### src/rtl/pdcf_pkg.sv
// Shared types and constants of the PWM duty capture filter.
// Depends on nothing; every other file of the block uses it by scoped names.
package pdcf_pkg;

   // Counter width of the high and low sample counters, and number of channels.
   localparam int COUNT_WIDTH = 16;
   localparam int CHANNELS    = 4;
   localparam int CH_IDX_W    = (CHANNELS > 1) ? $clog2(CHANNELS) : 1;

   // Field widths fixed by the interface.
   localparam int CHAN_W    = 2;
   localparam int PINS_W    = 4;
   localparam int DUTY_W    = 7;
   localparam int TIMEOUT_W = 16;
   localparam int DIV_W     = 7;

   // Divider: quotients never exceed 100, so seven quotient bits suffice.
   localparam int QUO_W  = 7;
   localparam int STEP_W = $clog2(QUO_W);
   localparam int DEN_W  = COUNT_WIDTH + 1;
   localparam int NUM_W  = DEN_W + QUO_W - 1;

   localparam logic [DUTY_W-1:0] PERCENT = DUTY_W'(100);

   // Input operation codes.
   localparam logic OP_TICK  = 1'b0;
   localparam logic OP_START = 1'b1;

   // Register file.
   localparam int DATA_W = 32;
   localparam int ADDR_W = 3;
   localparam logic REG_TIMEOUT = 1'b0;
   localparam logic REG_DIVISOR = 1'b1;
   localparam logic [TIMEOUT_W-1:0] TIMEOUT_RESET = TIMEOUT_W'(3000);
   localparam logic [DIV_W-1:0]     DIVISOR_RESET = DIV_W'(2);

   // Depth of the queue between the capture front end and the arithmetic back end.
   localparam int QUEUE_DEPTH = 2;
   localparam int QPTR_W      = $clog2(QUEUE_DEPTH);
   localparam int QCNT_W      = $clog2(QUEUE_DEPTH + 1);

   // One finished capture (or a flagged failure) handed to the back end.
   typedef struct packed {
      logic [CHAN_W-1:0]      channel;
      logic                   timed_out;
      logic [COUNT_WIDTH-1:0] high_count;
      logic [COUNT_WIDTH-1:0] low_count;
   } meas_type;

   // One result beat.
   typedef struct packed {
      logic [CHAN_W-1:0] channel;
      logic [DUTY_W-1:0] duty;
      logic              timed_out;
   } rsp_type;

endpackage

### src/rtl/pdcf_front.sv
// Capture front end: edge waits with timeout, high and low sample counting.
// Depends on pdcf_pkg; feeds pdcf_queue with finished captures.
module pdcf_front (
   input  logic                              clock,
   input  logic                              reset,
   input  logic                              accept,
   input  logic                              op,
   input  logic [pdcf_pkg::CHAN_W-1:0]       channel,
   input  logic [pdcf_pkg::PINS_W-1:0]       pin_levels,
   input  logic [pdcf_pkg::TIMEOUT_W-1:0]    timeout_limit,
   output logic                              push_valid,
   output pdcf_pkg::meas_type                push_entry
);

   typedef enum logic [2:0] {
      PH_IDLE,
      PH_WAIT_LOW,
      PH_WAIT_HIGH,
      PH_COUNT_HIGH,
      PH_COUNT_LOW
   } phase_type;

   phase_type                            phase_ff, phase_in;
   logic [pdcf_pkg::CHAN_W-1:0]          active_ff, active_in;
   logic [pdcf_pkg::TIMEOUT_W-1:0]       wait_ff, wait_in, wait_inc;
   logic [pdcf_pkg::COUNT_WIDTH-1:0]     high_ff, high_in, low_ff, low_in;
   logic                                 pin;
   logic                                 bad_channel;

   assign pin         = pin_levels[active_ff];
   assign wait_inc    = wait_ff + pdcf_pkg::TIMEOUT_W'(1);
   assign bad_channel = 32'(channel) >= 32'(pdcf_pkg::CHANNELS);

   always_comb begin
      phase_in   = phase_ff;
      active_in  = active_ff;
      wait_in    = wait_ff;
      high_in    = high_ff;
      low_in     = low_ff;
      push_valid = 1'b0;
      push_entry = '{channel: active_ff, timed_out: 1'b1,
                     high_count: high_ff, low_count: low_ff};
      if (accept) begin
         if (op == pdcf_pkg::OP_START) begin
            if (phase_ff == PH_IDLE) begin
               if (bad_channel) begin
                  push_valid         = 1'b1;
                  push_entry.channel = channel;
               end else begin
                  active_in = channel;
                  wait_in   = '0;
                  high_in   = '0;
                  low_in    = '0;
                  phase_in  = PH_WAIT_LOW;
               end
            end
         end else begin
            unique case (phase_ff)
               PH_WAIT_LOW, PH_WAIT_HIGH: begin
                  if ((phase_ff == PH_WAIT_LOW && !pin) ||
                      (phase_ff == PH_WAIT_HIGH && pin)) begin
                     wait_in = '0;
                     if (phase_ff == PH_WAIT_LOW) begin
                        phase_in = PH_WAIT_HIGH;
                     end else begin
                        high_in  = pdcf_pkg::COUNT_WIDTH'(1);
                        phase_in = PH_COUNT_HIGH;
                     end
                  end else if (wait_inc == '0 || wait_inc >= timeout_limit) begin
                     wait_in    = '0;
                     phase_in   = PH_IDLE;
                     push_valid = 1'b1;
                  end else begin
                     wait_in = wait_inc;
                  end
               end
               PH_COUNT_HIGH: begin
                  if (pin) begin
                     if (high_ff != '1) high_in = high_ff + pdcf_pkg::COUNT_WIDTH'(1);
                  end else begin
                     low_in   = pdcf_pkg::COUNT_WIDTH'(1);
                     phase_in = PH_COUNT_LOW;
                  end
               end
               PH_COUNT_LOW: begin
                  if (!pin) begin
                     if (low_ff != '1) low_in = low_ff + pdcf_pkg::COUNT_WIDTH'(1);
                  end else begin
                     phase_in             = PH_IDLE;
                     push_valid           = 1'b1;
                     push_entry.timed_out = 1'b0;
                  end
               end
               default: begin
                  phase_in = PH_IDLE;
               end
            endcase
         end
      end
   end

   always_ff @(posedge clock) begin
      if (reset) begin
         phase_ff  <= PH_IDLE;
         active_ff <= '0;
         wait_ff   <= '0;
         high_ff   <= '0;
         low_ff    <= '0;
      end else begin
         phase_ff  <= phase_in;
         active_ff <= active_in;
         wait_ff   <= wait_in;
         high_ff   <= high_in;
         low_ff    <= low_in;
      end
   end

endmodule

### src/rtl/pdcf_queue.sv
// Short queue of finished captures between the front end and the back end.
// Depends on pdcf_pkg for the entry type and depth.
module pdcf_queue (
   input  logic               clock,
   input  logic               reset,
   input  logic               push_valid,
   input  pdcf_pkg::meas_type push_entry,
   input  logic               pop_ready,
   output logic               head_valid,
   output pdcf_pkg::meas_type head_entry,
   output logic               full
);

   pdcf_pkg::meas_type                slot_ff [pdcf_pkg::QUEUE_DEPTH];
   logic [pdcf_pkg::QPTR_W-1:0]       wr_ptr_ff, rd_ptr_ff;
   logic [pdcf_pkg::QCNT_W-1:0]       count_ff;
   logic                              do_push, do_pop;

   assign head_valid = count_ff != '0;
   assign head_entry = slot_ff[rd_ptr_ff];
   assign full       = count_ff == pdcf_pkg::QCNT_W'(pdcf_pkg::QUEUE_DEPTH);
   assign do_push    = push_valid && !full;
   assign do_pop     = pop_ready && head_valid;

   function automatic logic [pdcf_pkg::QPTR_W-1:0] ptr_next(
      input logic [pdcf_pkg::QPTR_W-1:0] p);
      ptr_next = (32'(p) == pdcf_pkg::QUEUE_DEPTH - 1) ? '0 : p + pdcf_pkg::QPTR_W'(1);
   endfunction

   always_ff @(posedge clock) begin
      if (reset) begin
         wr_ptr_ff <= '0;
         rd_ptr_ff <= '0;
         count_ff  <= '0;
      end else begin
         if (do_push) begin
            slot_ff[wr_ptr_ff] <= push_entry;
            wr_ptr_ff          <= ptr_next(wr_ptr_ff);
         end
         if (do_pop) rd_ptr_ff <= ptr_next(rd_ptr_ff);
         if (do_push && !do_pop) count_ff <= count_ff + pdcf_pkg::QCNT_W'(1);
         else if (do_pop && !do_push) count_ff <= count_ff - pdcf_pkg::QCNT_W'(1);
      end
   end

endmodule

### src/rtl/pdcf_back.sv
// Arithmetic back end: duty percentage by a shared bit-serial divider, the
// per-channel low-pass filter store, and the result register. Depends on pdcf_pkg.
module pdcf_back (
   input  logic                           clock,
   input  logic                           reset,
   input  logic                           head_valid,
   input  pdcf_pkg::meas_type             head_entry,
   output logic                           pop_ready,
   input  logic [pdcf_pkg::DIV_W-1:0]     filter_divisor,
   input  logic                           rsp_pop,
   output logic                           rsp_valid,
   output pdcf_pkg::rsp_type              rsp
);

   typedef enum logic [1:0] {B_IDLE, B_MUL, B_DIV, B_WRITE} state_type;
   typedef enum logic [1:0] {P_DUTY, P_NEW, P_OLD} pass_type;

   state_type                           state_ff;
   pass_type                            pass_ff;
   pdcf_pkg::meas_type                  entry_ff;
   logic [pdcf_pkg::NUM_W-1:0]          rem_ff, den_sh_ff, rem_in;
   logic [pdcf_pkg::NUM_W:0]            trial;
   logic [pdcf_pkg::QUO_W-1:0]          quo_ff, quo_in;
   logic [pdcf_pkg::STEP_W-1:0]         step_ff;
   logic [pdcf_pkg::DUTY_W-1:0]         part_ff, result_ff;
   logic [pdcf_pkg::DUTY_W-1:0]         filt_ff [pdcf_pkg::CHANNELS];
   logic [pdcf_pkg::DUTY_W-1:0]         old_duty, duty_clamp;
   logic [pdcf_pkg::DUTY_W:0]           new_sum;
   logic [pdcf_pkg::DIV_W-1:0]          divisor_eff;
   logic [pdcf_pkg::DEN_W-1:0]          total;
   logic [pdcf_pkg::CH_IDX_W-1:0]       idx;
   logic                                fits, out_free;
   pdcf_pkg::rsp_type                   rsp_ff;
   logic                                rsp_valid_ff;

   assign out_free  = !rsp_valid_ff || rsp_pop;
   assign pop_ready = state_ff == B_IDLE && out_free;
   assign rsp_valid = rsp_valid_ff;
   assign rsp       = rsp_ff;

   // A divisor of zero behaves as one.
   assign divisor_eff = (filter_divisor == '0) ? pdcf_pkg::DIV_W'(1) : filter_divisor;
   assign idx         = pdcf_pkg::CH_IDX_W'(entry_ff.channel);
   assign old_duty    = filt_ff[idx];

   always_comb begin
      total = pdcf_pkg::DEN_W'(entry_ff.high_count) + pdcf_pkg::DEN_W'(entry_ff.low_count);
      if (total == '0) total = pdcf_pkg::DEN_W'(1);
   end

   // One restoring division step per cycle.
   assign trial  = {1'b0, rem_ff} - {1'b0, den_sh_ff};
   assign fits   = !trial[pdcf_pkg::NUM_W];
   assign rem_in = fits ? trial[pdcf_pkg::NUM_W-1:0] : rem_ff;
   assign quo_in = {quo_ff[pdcf_pkg::QUO_W-2:0], fits};

   assign duty_clamp = (quo_in > pdcf_pkg::PERCENT) ? pdcf_pkg::PERCENT : quo_in;
   assign new_sum    = {1'b0, part_ff} + {1'b0, old_duty} - {1'b0, quo_in};

   always_ff @(posedge clock) begin
      if (reset) begin
         state_ff     <= B_IDLE;
         pass_ff      <= P_DUTY;
         rsp_valid_ff <= 1'b0;
         for (int i = 0; i < pdcf_pkg::CHANNELS; i++) filt_ff[i] <= '0;
      end else begin
         if (rsp_pop) rsp_valid_ff <= 1'b0;
         unique case (state_ff)
            B_IDLE: begin
               if (head_valid && out_free) begin
                  if (head_entry.timed_out) begin
                     rsp_ff       <= '{channel: head_entry.channel, duty: '0,
                                       timed_out: 1'b1};
                     rsp_valid_ff <= 1'b1;
                  end else begin
                     entry_ff <= head_entry;
                     state_ff <= B_MUL;
                  end
               end
            end
            B_MUL: begin
               rem_ff    <= pdcf_pkg::NUM_W'(entry_ff.high_count)
                            * pdcf_pkg::NUM_W'(pdcf_pkg::PERCENT);
               den_sh_ff <= pdcf_pkg::NUM_W'(total) << (pdcf_pkg::QUO_W - 1);
               quo_ff    <= '0;
               step_ff   <= pdcf_pkg::STEP_W'(pdcf_pkg::QUO_W - 1);
               pass_ff   <= P_DUTY;
               state_ff  <= B_DIV;
            end
            B_DIV: begin
               rem_ff    <= rem_in;
               quo_ff    <= quo_in;
               den_sh_ff <= den_sh_ff >> 1;
               step_ff   <= step_ff - pdcf_pkg::STEP_W'(1);
               if (step_ff == '0) begin
                  quo_ff    <= '0;
                  step_ff   <= pdcf_pkg::STEP_W'(pdcf_pkg::QUO_W - 1);
                  den_sh_ff <= pdcf_pkg::NUM_W'(divisor_eff) << (pdcf_pkg::QUO_W - 1);
                  unique case (pass_ff)
                     P_DUTY: begin
                        rem_ff  <= pdcf_pkg::NUM_W'(duty_clamp);
                        pass_ff <= P_NEW;
                     end
                     P_NEW: begin
                        part_ff <= quo_in;
                        rem_ff  <= pdcf_pkg::NUM_W'(old_duty);
                        pass_ff <= P_OLD;
                     end
                     P_OLD: begin
                        result_ff <= (new_sum > {1'b0, pdcf_pkg::PERCENT}) ?
                                     pdcf_pkg::PERCENT : new_sum[pdcf_pkg::DUTY_W-1:0];
                        pass_ff   <= P_DUTY;
                        state_ff  <= B_WRITE;
                     end
                     default: begin
                        pass_ff  <= P_DUTY;
                        state_ff <= B_IDLE;
                     end
                  endcase
               end
            end
            B_WRITE: begin
               if (out_free) begin
                  filt_ff[idx] <= result_ff;
                  rsp_ff       <= '{channel: entry_ff.channel, duty: result_ff,
                                    timed_out: 1'b0};
                  rsp_valid_ff <= 1'b1;
                  state_ff     <= B_IDLE;
               end
            end
            default: begin
               state_ff <= B_IDLE;
            end
         endcase
      end
   end

endmodule

### src/rtl/pwm_duty_capture_filter.sv
// Top level of the PWM duty capture filter: register file and the wiring of
// front end, queue and back end. Depends on pdcf_pkg, pdcf_front, pdcf_queue, pdcf_back.
//
// Use: the request channel is a queue write port (push, full). A start beat
// (req_op high) picks the channel to measure; sample beats (req_op low) carry
// the pin levels, one bit per channel. The front end waits for the pin to go
// low and then high, each wait bounded by timeout_limit sample beats, then
// counts high and low samples until the pin rises again. The response channel
// is a queue read port (empty, pop): the oldest result sits on the rsp_ ports
// while empty is low and leaves on a pop.
// Throughput: one beat every cycle while the two-entry hand-off queue has room.
// Order of events, with the back end free: a timeout or invalid-start result is
// pushed into the queue and then loaded into the result register; a completed
// measurement is pushed into the queue, then the back end loads it, multiplies the
// high count by 100, runs three seven-step divisions and writes the result register.
// A stalled receiver holds the result register; the back end waits, the queue
// fills and then full is raised. Reset (synchronous, active high) empties both
// queues, idles the front end, clears the four filter values and loads the
// register defaults. Registers: timeout_limit at byte address 0, filter_divisor
// at address 4; write them only while no measurement is in progress.
module pwm_duty_capture_filter (
   input  logic                              clock,
   input  logic                              reset,
   // Request channel
   input  logic                              push,
   output logic                              full,
   input  logic                              req_op,
   input  logic [pdcf_pkg::CHAN_W-1:0]       req_channel,
   input  logic [pdcf_pkg::PINS_W-1:0]       req_pin_levels,
   // Response channel
   output logic                              empty,
   input  logic                              pop,
   output logic [pdcf_pkg::CHAN_W-1:0]       rsp_result_channel,
   output logic [pdcf_pkg::DUTY_W-1:0]       rsp_duty_percent,
   output logic                              rsp_timed_out,
   // Register port
   input  logic                              psel,
   input  logic                              penable,
   input  logic                              pwrite,
   input  logic [pdcf_pkg::ADDR_W-1:0]       paddr,
   input  logic [pdcf_pkg::DATA_W-1:0]       pwdata,
   output logic [pdcf_pkg::DATA_W-1:0]       prdata,
   output logic                              pready
);

   logic [pdcf_pkg::TIMEOUT_W-1:0] timeout_ff;
   logic [pdcf_pkg::DIV_W-1:0]     divisor_ff;
   logic                           reg_write;
   logic                           req_accept;
   logic                           push_valid, head_valid, pop_ready, rsp_valid;
   pdcf_pkg::meas_type             push_entry, head_entry;
   pdcf_pkg::rsp_type              rsp;

   // The register port never inserts wait states. Only address bit 2 selects
   // the register, so each register also answers at its unaligned aliases.
   assign pready    = 1'b1;
   assign reg_write = psel && penable && pwrite && pready;

   always_ff @(posedge clock) begin
      if (reset) begin
         timeout_ff <= pdcf_pkg::TIMEOUT_RESET;
         divisor_ff <= pdcf_pkg::DIVISOR_RESET;
      end else if (reg_write) begin
         unique case (paddr[2])
            pdcf_pkg::REG_TIMEOUT: timeout_ff <= pwdata[pdcf_pkg::TIMEOUT_W-1:0];
            pdcf_pkg::REG_DIVISOR: divisor_ff <= pwdata[pdcf_pkg::DIV_W-1:0];
            default:               timeout_ff <= timeout_ff;
         endcase
      end
   end

   always_comb begin
      unique case (paddr[2])
         pdcf_pkg::REG_TIMEOUT: prdata = pdcf_pkg::DATA_W'(timeout_ff);
         pdcf_pkg::REG_DIVISOR: prdata = pdcf_pkg::DATA_W'(divisor_ff);
         default:               prdata = '0;
      endcase
   end

   // A request beat is taken whenever the hand-off queue has room.
   assign req_accept = push && !full;

   pdcf_front u_front (
      .clock         (clock),
      .reset         (reset),
      .accept        (req_accept),
      .op            (req_op),
      .channel       (req_channel),
      .pin_levels    (req_pin_levels),
      .timeout_limit (timeout_ff),
      .push_valid    (push_valid),
      .push_entry    (push_entry)
   );

   pdcf_queue u_queue (
      .clock      (clock),
      .reset      (reset),
      .push_valid (push_valid),
      .push_entry (push_entry),
      .pop_ready  (pop_ready),
      .head_valid (head_valid),
      .head_entry (head_entry),
      .full       (full)
   );

   pdcf_back u_back (
      .clock          (clock),
      .reset          (reset),
      .head_valid     (head_valid),
      .head_entry     (head_entry),
      .pop_ready      (pop_ready),
      .filter_divisor (divisor_ff),
      .rsp_pop        (pop && !empty),
      .rsp_valid      (rsp_valid),
      .rsp            (rsp)
   );

   assign empty              = !rsp_valid;
   assign rsp_result_channel = rsp.channel;
   assign rsp_duty_percent   = rsp.duty;
   assign rsp_timed_out      = rsp.timed_out;

endmodule

### config.mk
export PLATFORM = sky130hd
export DESIGN_NAME = pwm_duty_capture_filter
export DESIGN_NICKNAME = d
export VERILOG_FILES = /design/src/rtl/pdcf_pkg.sv /design/src/rtl/pdcf_front.sv /design/src/rtl/pdcf_queue.sv /design/src/rtl/pdcf_back.sv /design/src/rtl/pwm_duty_capture_filter.sv
export SDC_FILE = /design/constraint.sdc
export NUM_CORES = 1
export LEC_CHECK = 0
export BUFFER_PORTS_ARGS = -buffer_cell sky130_fd_sc_hd__buf_2
export CAP_MARGIN = 20
export CORE_MARGIN = 2
export CORE_UTILIZATION = 55
export DETAILED_ROUTE_END_ITERATION = 7
export PLACE_DENSITY = 0.73
export SLEW_MARGIN = 10
export SYNTH_ARGS = -nofsm -noshare
export SYNTH_HDL_FRONTEND = slang
export SYNTH_SLANG_ARGS = --single-unit
### constraint.sdc
create_clock -name clock -period 5.25 [get_ports clock]
set_clock_uncertainty 0.05 [all_clocks]
set_input_delay 0.2625 -clock clock [delete_from_list [all_inputs] [get_ports clock]]
set_output_delay 0.2625 -clock clock [all_outputs]
set_load 0.05 [all_outputs]
* Yosys cells after proc, flatten, opt, wreduce, memory -nomap -nowiden
Memory sizes are Yosys's and may differ from the RTL's. A register that Yosys moved wholly into a read port is not among the register bits.
Index checks and enable logic that the tools add are counted.
** Storage, ports and cells
- Bits in registers :: 198
- Bits in latches :: 0
- RAM bits :: 98
- Memory bits (read-only) :: 0
- Bits of input ports :: 49
- Output and inout bits :: 45
- Memories kept :: 2
** Memories
- u_queue.slot_ff :: depth 2, bits a word 35, rd ports 1, clocked after memory_dff 1, wr ports 1, line pdcf_queue.sv:14 : pdcf_pkg::meas_type slot_ff [pdcf_pkg::QUEUE_DEPTH];
- u_back.filt_ff :: depth 4, bits a word 7, rd ports 1, clocked after memory_dff 1, wr ports 4, line pdcf_back.sv:26 : logic [pdcf_pkg::DUTY_W-1:0] filt_ff [pdcf_pkg::CHANNELS];
** Operators by class
- Add/subtract/negate cells :: 12
- Multipliers :: 1
- Divide/modulo/power cells :: 0
- $lt $le $gt $ge :: 4
- Equality and inequality tests :: 28
- Shift-type cells :: 0
- Mux-type cells :: 87
- Bitwise operators :: 3
- Reduce and logical (&&, ||, !) cells :: 52
** Operators with widths (number)
- $mux W16 :: 14
- $pmux W23 S2 :: 3
- $pmux W16 S2 :: 2
- $pmux W32 S2 :: 1
- $add A16 B1 Y16 const B :: 3
- $mux W23 :: 2
- $ne A16 B16 Y1 const B :: 2
- $mux W10 :: 3
- $mux W1 :: 29
- $sub A23 B23 Y24 :: 1
- $mux W22 :: 1
- $mul A16 B5 Y21 const B :: 1
- $mux W3 :: 7
- $mux W7 :: 3
- $pmux W10 S2 :: 1
- $mux W2 :: 9
- $add A16 B16 Y17 :: 1
- $logic_not A17 Y1 :: 1
- $mux W17 :: 1
- $ge A16 B16 Y1 :: 1
- $logic_not A16 Y1 :: 1
- $ne A3 B2 Y1 const B :: 5
- $reduce_and A5 Y1 :: 3
- $logic_and A1 B1 Y1 :: 12
- other kinds (41) :: 80

* Logic depth before layout (Yosys ltp)
- Depth after elaboration :: 14
- Mapped depth :: 24
- Gate-level depth less buffers :: 22

* Hierarchy
From an unflattened synthesis, not the netlist that was laid out.
** Unflattened totals
- Cells, all modules :: 1677
- Area total of the unflattened synthesis :: 17688.2 um^2
** By module, submodules not included
- pdcf_back :: instances 1, cells an instance 959, area each 10153.5 um^2, sequential area each 4374.2 um^2
- pdcf_front :: instances 1, cells an instance 444, area each 3490.8 um^2, sequential area each 1061.0 um^2
- pdcf_queue :: instances 1, cells an instance 135, area each 2745.1 um^2, sequential area each 2202.1 um^2
- pwm_duty_capture_filter :: instances 1, cells an instance 139, area each 1298.7 um^2, sequential area each 460.4 um^2

* Worst setup path before layout
No wires, ideal clock.
- Kind :: register -> register
- Start point :: reg u_front.wait_ff[0] (netlist bit)
- End point :: mem u_queue.slot_ff[1][0] (netlist bit), enable pin
- Setup time :: 422 ps
- Arrival time :: 4043 ps
- Data required time :: 4778 ps
- Slack :: 735 ps
- Stages on the path, launching flop included :: 16
- Path buffers :: 1
- Clock period less this slack :: 4515 ps
- Cell sequence :: dfxtp_1 -> ha_1 -> and4_1 -> and2_0 -> and3_1 -> xor2_1 -> ha_1 -> nand4_1 -> inv_1 -> a21oi_1 -> nand2_1 -> a41oi_2 -> o21a_1 -> buf_6 -> o21a_1 -> nor3b_2
** On the way
- Longest elaborated chain between the ends :: 12
- Elaborated cells on any way between the ends :: 13
- Those cells by class :: add/sub (1); order compare (1); mux (8); reduce/logical (3)
** Ends and longest elaborated chain
- start: declaration :: line pdcf_front.sv:25 : logic [pdcf_pkg::TIMEOUT_W-1:0] wait_ff, wait_in, wait_inc;
- start signal: assignment :: line pdcf_front.sv:112 : wait_ff <= wait_in;
- $add A16 B1 Y16 (*) :: line pdcf_front.sv:31 : assign wait_inc = wait_ff + pdcf_pkg::TIMEOUT_W'(1);
- $ge A16 B16 Y1 / $logic_not A16 Y1 (equally long branches) :: line pdcf_front.sv:69 : end else if (wait_inc == '0 || wait_inc >= timeout_limit) begin
- $logic_or A1 B1 Y1 (*) :: line pdcf_front.sv:69
- $mux W1 (*) :: line pdcf_front.sv:69
- $mux W1 (*) :: line pdcf_front.sv:60 : if ((phase_ff == PH_WAIT_LOW && !pin) ||
- $pmux W1 S2 (*) :: line pdcf_front.sv:58 : unique case (phase_ff)
- $mux W1 (*) :: line pdcf_front.sv:44 : if (op == pdcf_pkg::OP_START) begin
- $mux W1 (*) :: line pdcf_front.sv:43 : if (accept) begin
- $logic_and A1 B1 Y1 (*) :: line pdcf_queue.sv:22 : assign do_push = push_valid && !full;
- $mux W1 (*) :: line pdcf_queue.sv:36 : if (do_push) begin
- $mux W1 (*) :: line pdcf_queue.sv:31 : if (reset) begin
- $mux W1 (not written as such) (*) :: line pdcf_queue.sv:37 : slot_ff[wr_ptr_ff] <= push_entry;
- end: declaration :: line pdcf_queue.sv:14
Every way passes the cells marked *; elsewhere a longest branch is shown, timed or not.

* Final worst setup path
- Start point :: reg u_back.den_sh_ff[1] (netlist bit)
- End point :: reg u_back.result_ff[2] (netlist bit), data pin
** On the way
- Longest elaborated chain between the ends :: 4
** Ends and longest elaborated chain
- start: declaration :: line pdcf_back.sv:21 : logic [pdcf_pkg::NUM_W-1:0] rem_ff, den_sh_ff, rem_in;
- start signal: assignment :: line pdcf_back.sv:84 : den_sh_ff <= pdcf_pkg::NUM_W'(total) << (pdcf_pkg::QUO_W - 1);
- start signal: assignment :: line pdcf_back.sv:93 : den_sh_ff <= den_sh_ff >> 1;
- start signal: assignment :: line pdcf_back.sv:98 : den_sh_ff <= pdcf_pkg::NUM_W'(divisor_eff) << (pdcf_pkg::QUO_W - 1);
- $sub A23 B23 Y24 (*) :: line pdcf_back.sv:52 : assign trial = {1'b0, rem_ff} - {1'b0, den_sh_ff};
- $logic_not A1 Y1 (*) :: line pdcf_back.sv:53 : assign fits = !trial[pdcf_pkg::NUM_W];
- $sub A8 B7 Y8 (*) :: line pdcf_back.sv:58 : assign new_sum = {1'b0, part_ff} + {1'b0, old_duty} - {1'b0, quo_in};
- $gt A8 B7 Y1 :: line pdcf_back.sv:110 : result_ff <= (new_sum > {1'b0, pdcf_pkg::PERCENT}) ?
- end signal: assignment :: line pdcf_back.sv:110
- end: declaration :: line pdcf_back.sv:25 : logic [pdcf_pkg::DUTY_W-1:0] part_ff, result_ff;
Marked as above.
A chain may end at the register's enable or synchronous reset.

==> impl_metrics.yaml <==
cts:
  cts.repair.resized: 0
  cts_root_buffer: "clkbuf_16"
  cts_tree: "built"
  clkTransAtPathRegs_ns: 0.06
  cts.sinks: 299
  hold_buffers: 18
  clock_latency_ns: 0.52
  postCtsSetupRepairBufs: 0
  cts_made_buffers: 34
  clockBufferDepth: 3
  htree_levels: 2
yosys:
  synth_commonest_cells: "211 x edfxtp_1, 156 x inv_1, 125 x ha_1"
  synthesis.area_sq_mm: 0.01752
  ys.flop_type: "edfxtp_1"
  ys_ff_latch: 299
  synth_area_per_cell_sq_um: 10.61
  yosysTopAreaCell: "edfxtp_1"
  synth_top_area_share_pct: 36.16
  synth_edf_count: 211
  yosysSeqAreaShare_pct: 46.21
  synthCells: 1652
  post-synth-top-count-cell: "edfxtp_1"
  synth_cell_types: 97
  yosysWarnings: 0
  synth_area_leaders: "edfxtp_1 36%, dfxtp_1 10%, ha_1 8.9%, inv_1 3.3%, mux2_2 2.8%"
  async_flop_share_pct: 0
die:
  fp-row-count: 65
  ios: 94
  dieHeight_um: 182.5
  die_area_sq_mm: 0.03330
  die_x_um: 182.5
  start_util_pct: 55.67
  core_sq_mm: 0.03147
setup_path:
  cp_slowest_cell: "edfxtp_1"
  crit_family: "compound AO/OA/AOI/OAI gates"
  critical_path_arrival_ns: 4.77
  path_max_fanout: 5
  r2r_setup_slack_ns: 0.70
  reg2reg_depth: 22
  cp_num_cells: 22
  critical_path_class: "flip-flop to flip-flop"
  critPathRequiredTime_ns: 5.48
  path_common_cell: "inv_1"
  crit_start: "u_back.den_sh_ff[1]$_SDFFCE_PN0P_"
  critPathCaptureType: "flip-flop"
  max_stage_delay_ns: 0.43
  r2r-end: "u_back.result_ff[2]$_SDFFCE_PN1P_"
  start_kind: "flip-flop"
  critPathBufInv: 5
  worstReg2RegStart: "u_back.den_sh_ff[1]$_SDFFCE_PN0P_"
  crit_end: "u_back.result_ff[2]$_SDFFCE_PN1P_"
  cp_cell_sequence: "inv_1 -> ha_1 -> nor2b_1 -> o31a_1 -> o41ai_4 -> o21ai_2 -> o2111ai_2 -> a21o_1 -> inv_2 -> ha_1 -> inv_1 -> ha_1 -> inv_1 -> fa_1 -> inv_1 -> a21oi_1 -> o21bai_1 -> a21o_1 -> a21oi_1 -> xnor2_1 -> a31o_2 -> or2_2"
detailed_routing:
  vias: 12200
  drt_iter0_markers: 851
  routed_wl_mm: 36.47
  dr.pass1.iters: 5
  ant_nets: 0
  drc: 0
  viasPerCell: 5.681
  wl_per_cell_um: 16.98
grt:
  grt_first_pass_wirelength_mm: 59.53
  grt-ovfl-total: 0
  antenna_found_initial: 0
  grt_pass1_vias: 11960
  grt_max_degree: 56
  grt_usage_pct: 21.96
layout:
  area_delta_synth_final_pct: 10.91
  fin_nets: 1914
  drive_gt1_share_pct: 12.89
  fillers: 2496
  fin_cells: 2148
  utilization_pct: 61.75
  n_antenna_cell: 0
placed_design:
  routabilityCongestion: 0.8897
  place_inst: 2068
  dp_hpwl_mm: 26.03
  portBuffers: 58
power:
  p_leak_nw: 8.142
  peakVddDrop_mv: 0.3514
  power_density_mw_per_mm2: 452.0
run_status:
  run_status: "complete, no violations"
timing:
  max-slew-margin-rel_pct: 29.64
  hold_ws_ns: 0.08467
  setup_tns_ns: 0
  grt_setup_unrepaired: "false"
  fmax_ghz: 0.2200
  worstMarginPinSlew_ns: 1.053
  fin_crit_sh_pct: 86.58
  finalHoldViolations: 0
  slew_viol_final: 0
  fin_crit_ns: 4.545
  setup_viol: 0
min_path:
  hold_class: "input pin to flip-flop"
  worstHoldStart: "reset"
flow_run:
  drv_cap: 0
==> metrics by stage <==
stage          total power, mW  worst slack [ns]  area [sq um]
6_report                 8.785            0.7047         19430
5_1_grt                  9.326            0.3452         19430
4_1_cts                  8.823            0.6868         19430
3_5_place_dp             6.421            0.7144         18140
3_3_place_gp             6.333            0.7817         18140
2_1_floorplan            5.715            0.7351         17580
==> worst min path at each step <==
| stage | endpoint | slack [ns] | cells past startpoint |
|---|---|---|---|
| floorplan | timeout_ff[11]$_SDFFE_PP1P_ | 0.33 | 1 |
| global placement | timeout_ff[14]$_SDFFE_PP0P_ | 0.39 | 2 |
| detailed placement | timeout_ff[13]$_SDFFE_PP0P_ | 0.40 | 2 |
| CTS | u_back.pass_ff[0]$_SDFFE_PP0P_ | 0.06 | 2 |
| global route | u_back.pass_ff[0]$_SDFFE_PP0P_ | 0.14 | 2 |
| finish | u_back.pass_ff[0]$_SDFFE_PP0P_ | 0.08 | 2 |
==> worst register-to-register path, stage by stage, from the launching register on <==
cell,delay (ns)
edfxtp_1,0.43
inv_1,0.10
ha_1,0.23
nor2b_1,0.14
o31a_1,0.30
o41ai_4,0.29
o21ai_2,0.16
o2111ai_2,0.24
a21o_1,0.18
inv_2,0.06
ha_1,0.27
inv_1,0.06
ha_1,0.16
inv_1,0.05
fa_1,0.39
inv_1,0.07
a21oi_1,0.06
o21bai_1,0.19
a21o_1,0.16
a21oi_1,0.09
xnor2_1,0.14
a31o_2,0.24
or2_2,0.27
==> metal layers <==
layer | wire length (um) | share of wire, % | vias up | global-route usage (%)
li1 | - | - | 6026 | -
met1 | 16650 | 46 | 5881 | 29.94
met2 | 17590 | 48 | 236 | 37.37
met3 | 1440 | 3.9 | 60 | 2.415
met4 | 795 | 2.2 | 0 | 6.097
met5 | 0 | 0 | - | 0
==> cells by family (layout without fill, tap and decap cells) <==
kind of cell,count (synthesis),count (layout),share of synthesized area (%)
xor+xnor,96,96,4.798
simple gates,486,486,14.93
compound gates,315,315,11.96
other cells,2,17,0.04286
fa+ha+maj,145,145,11.21
flops,299,299,46.21
buf+inv,233,312,5.605
mux,76,76,5.241
==> report_power, final <==
| part | internal (mW) | total [mW] | switching (mW) | leakage [nW] |
|---|---|---|---|---|
| logic | 1.42 | 3.36 | 1.95 | 4.91 |
| registers | 2.90 | 3.06 | 0.162 | 2.70 |
| clock network | 1.42 | 2.36 | 0.939 | 0.540 |
==> flip-flops by register name, summed over array words and instances (netlist names), 16 cells and up, named ones only <==
register,count
timeout_ff,16
u_back.den_sh_ff,23
u_back.entry_ff,32
u_back.filt_ff,28
u_back.rem_ff,23
u_front.high_ff,16
u_front.low_ff,16
u_front.wait_ff,16
u_queue.slot_ff,70
==> cell type report <==
class | instances | area, sq um | share of cell area [%]
Timing Repair Buffer | 92 | 590.6 | 3.039
Inverter | 158 | 593.1 | 3.052
Tap cell | 402 | 503.0 | 2.588
Sequential cell | 299 | 8098 | 41.67
Multi-Input combinational cell | 1135 | 8539 | 43.94
Clock inverter | 17 | 166.4 | 0.8562
Clock buffer | 45 | 944.7 | 4.861
==> cells in the final DEF, fill, tap and decap left out, types with 42 or more instances in the layout <==
master    count
nand3_1      50
a21oi_1      80
nand2_1     105
o21ai_0      67
inv_1       156
mux2_2       43
ha_1        124
and2_1       42
nor2_1      111
xor2_1       52
xnor2_1      44
dfxtp_1      88
buf_2        58
edfxtp_1    211
No activity file was read; power rests on OpenSTA's default activity.
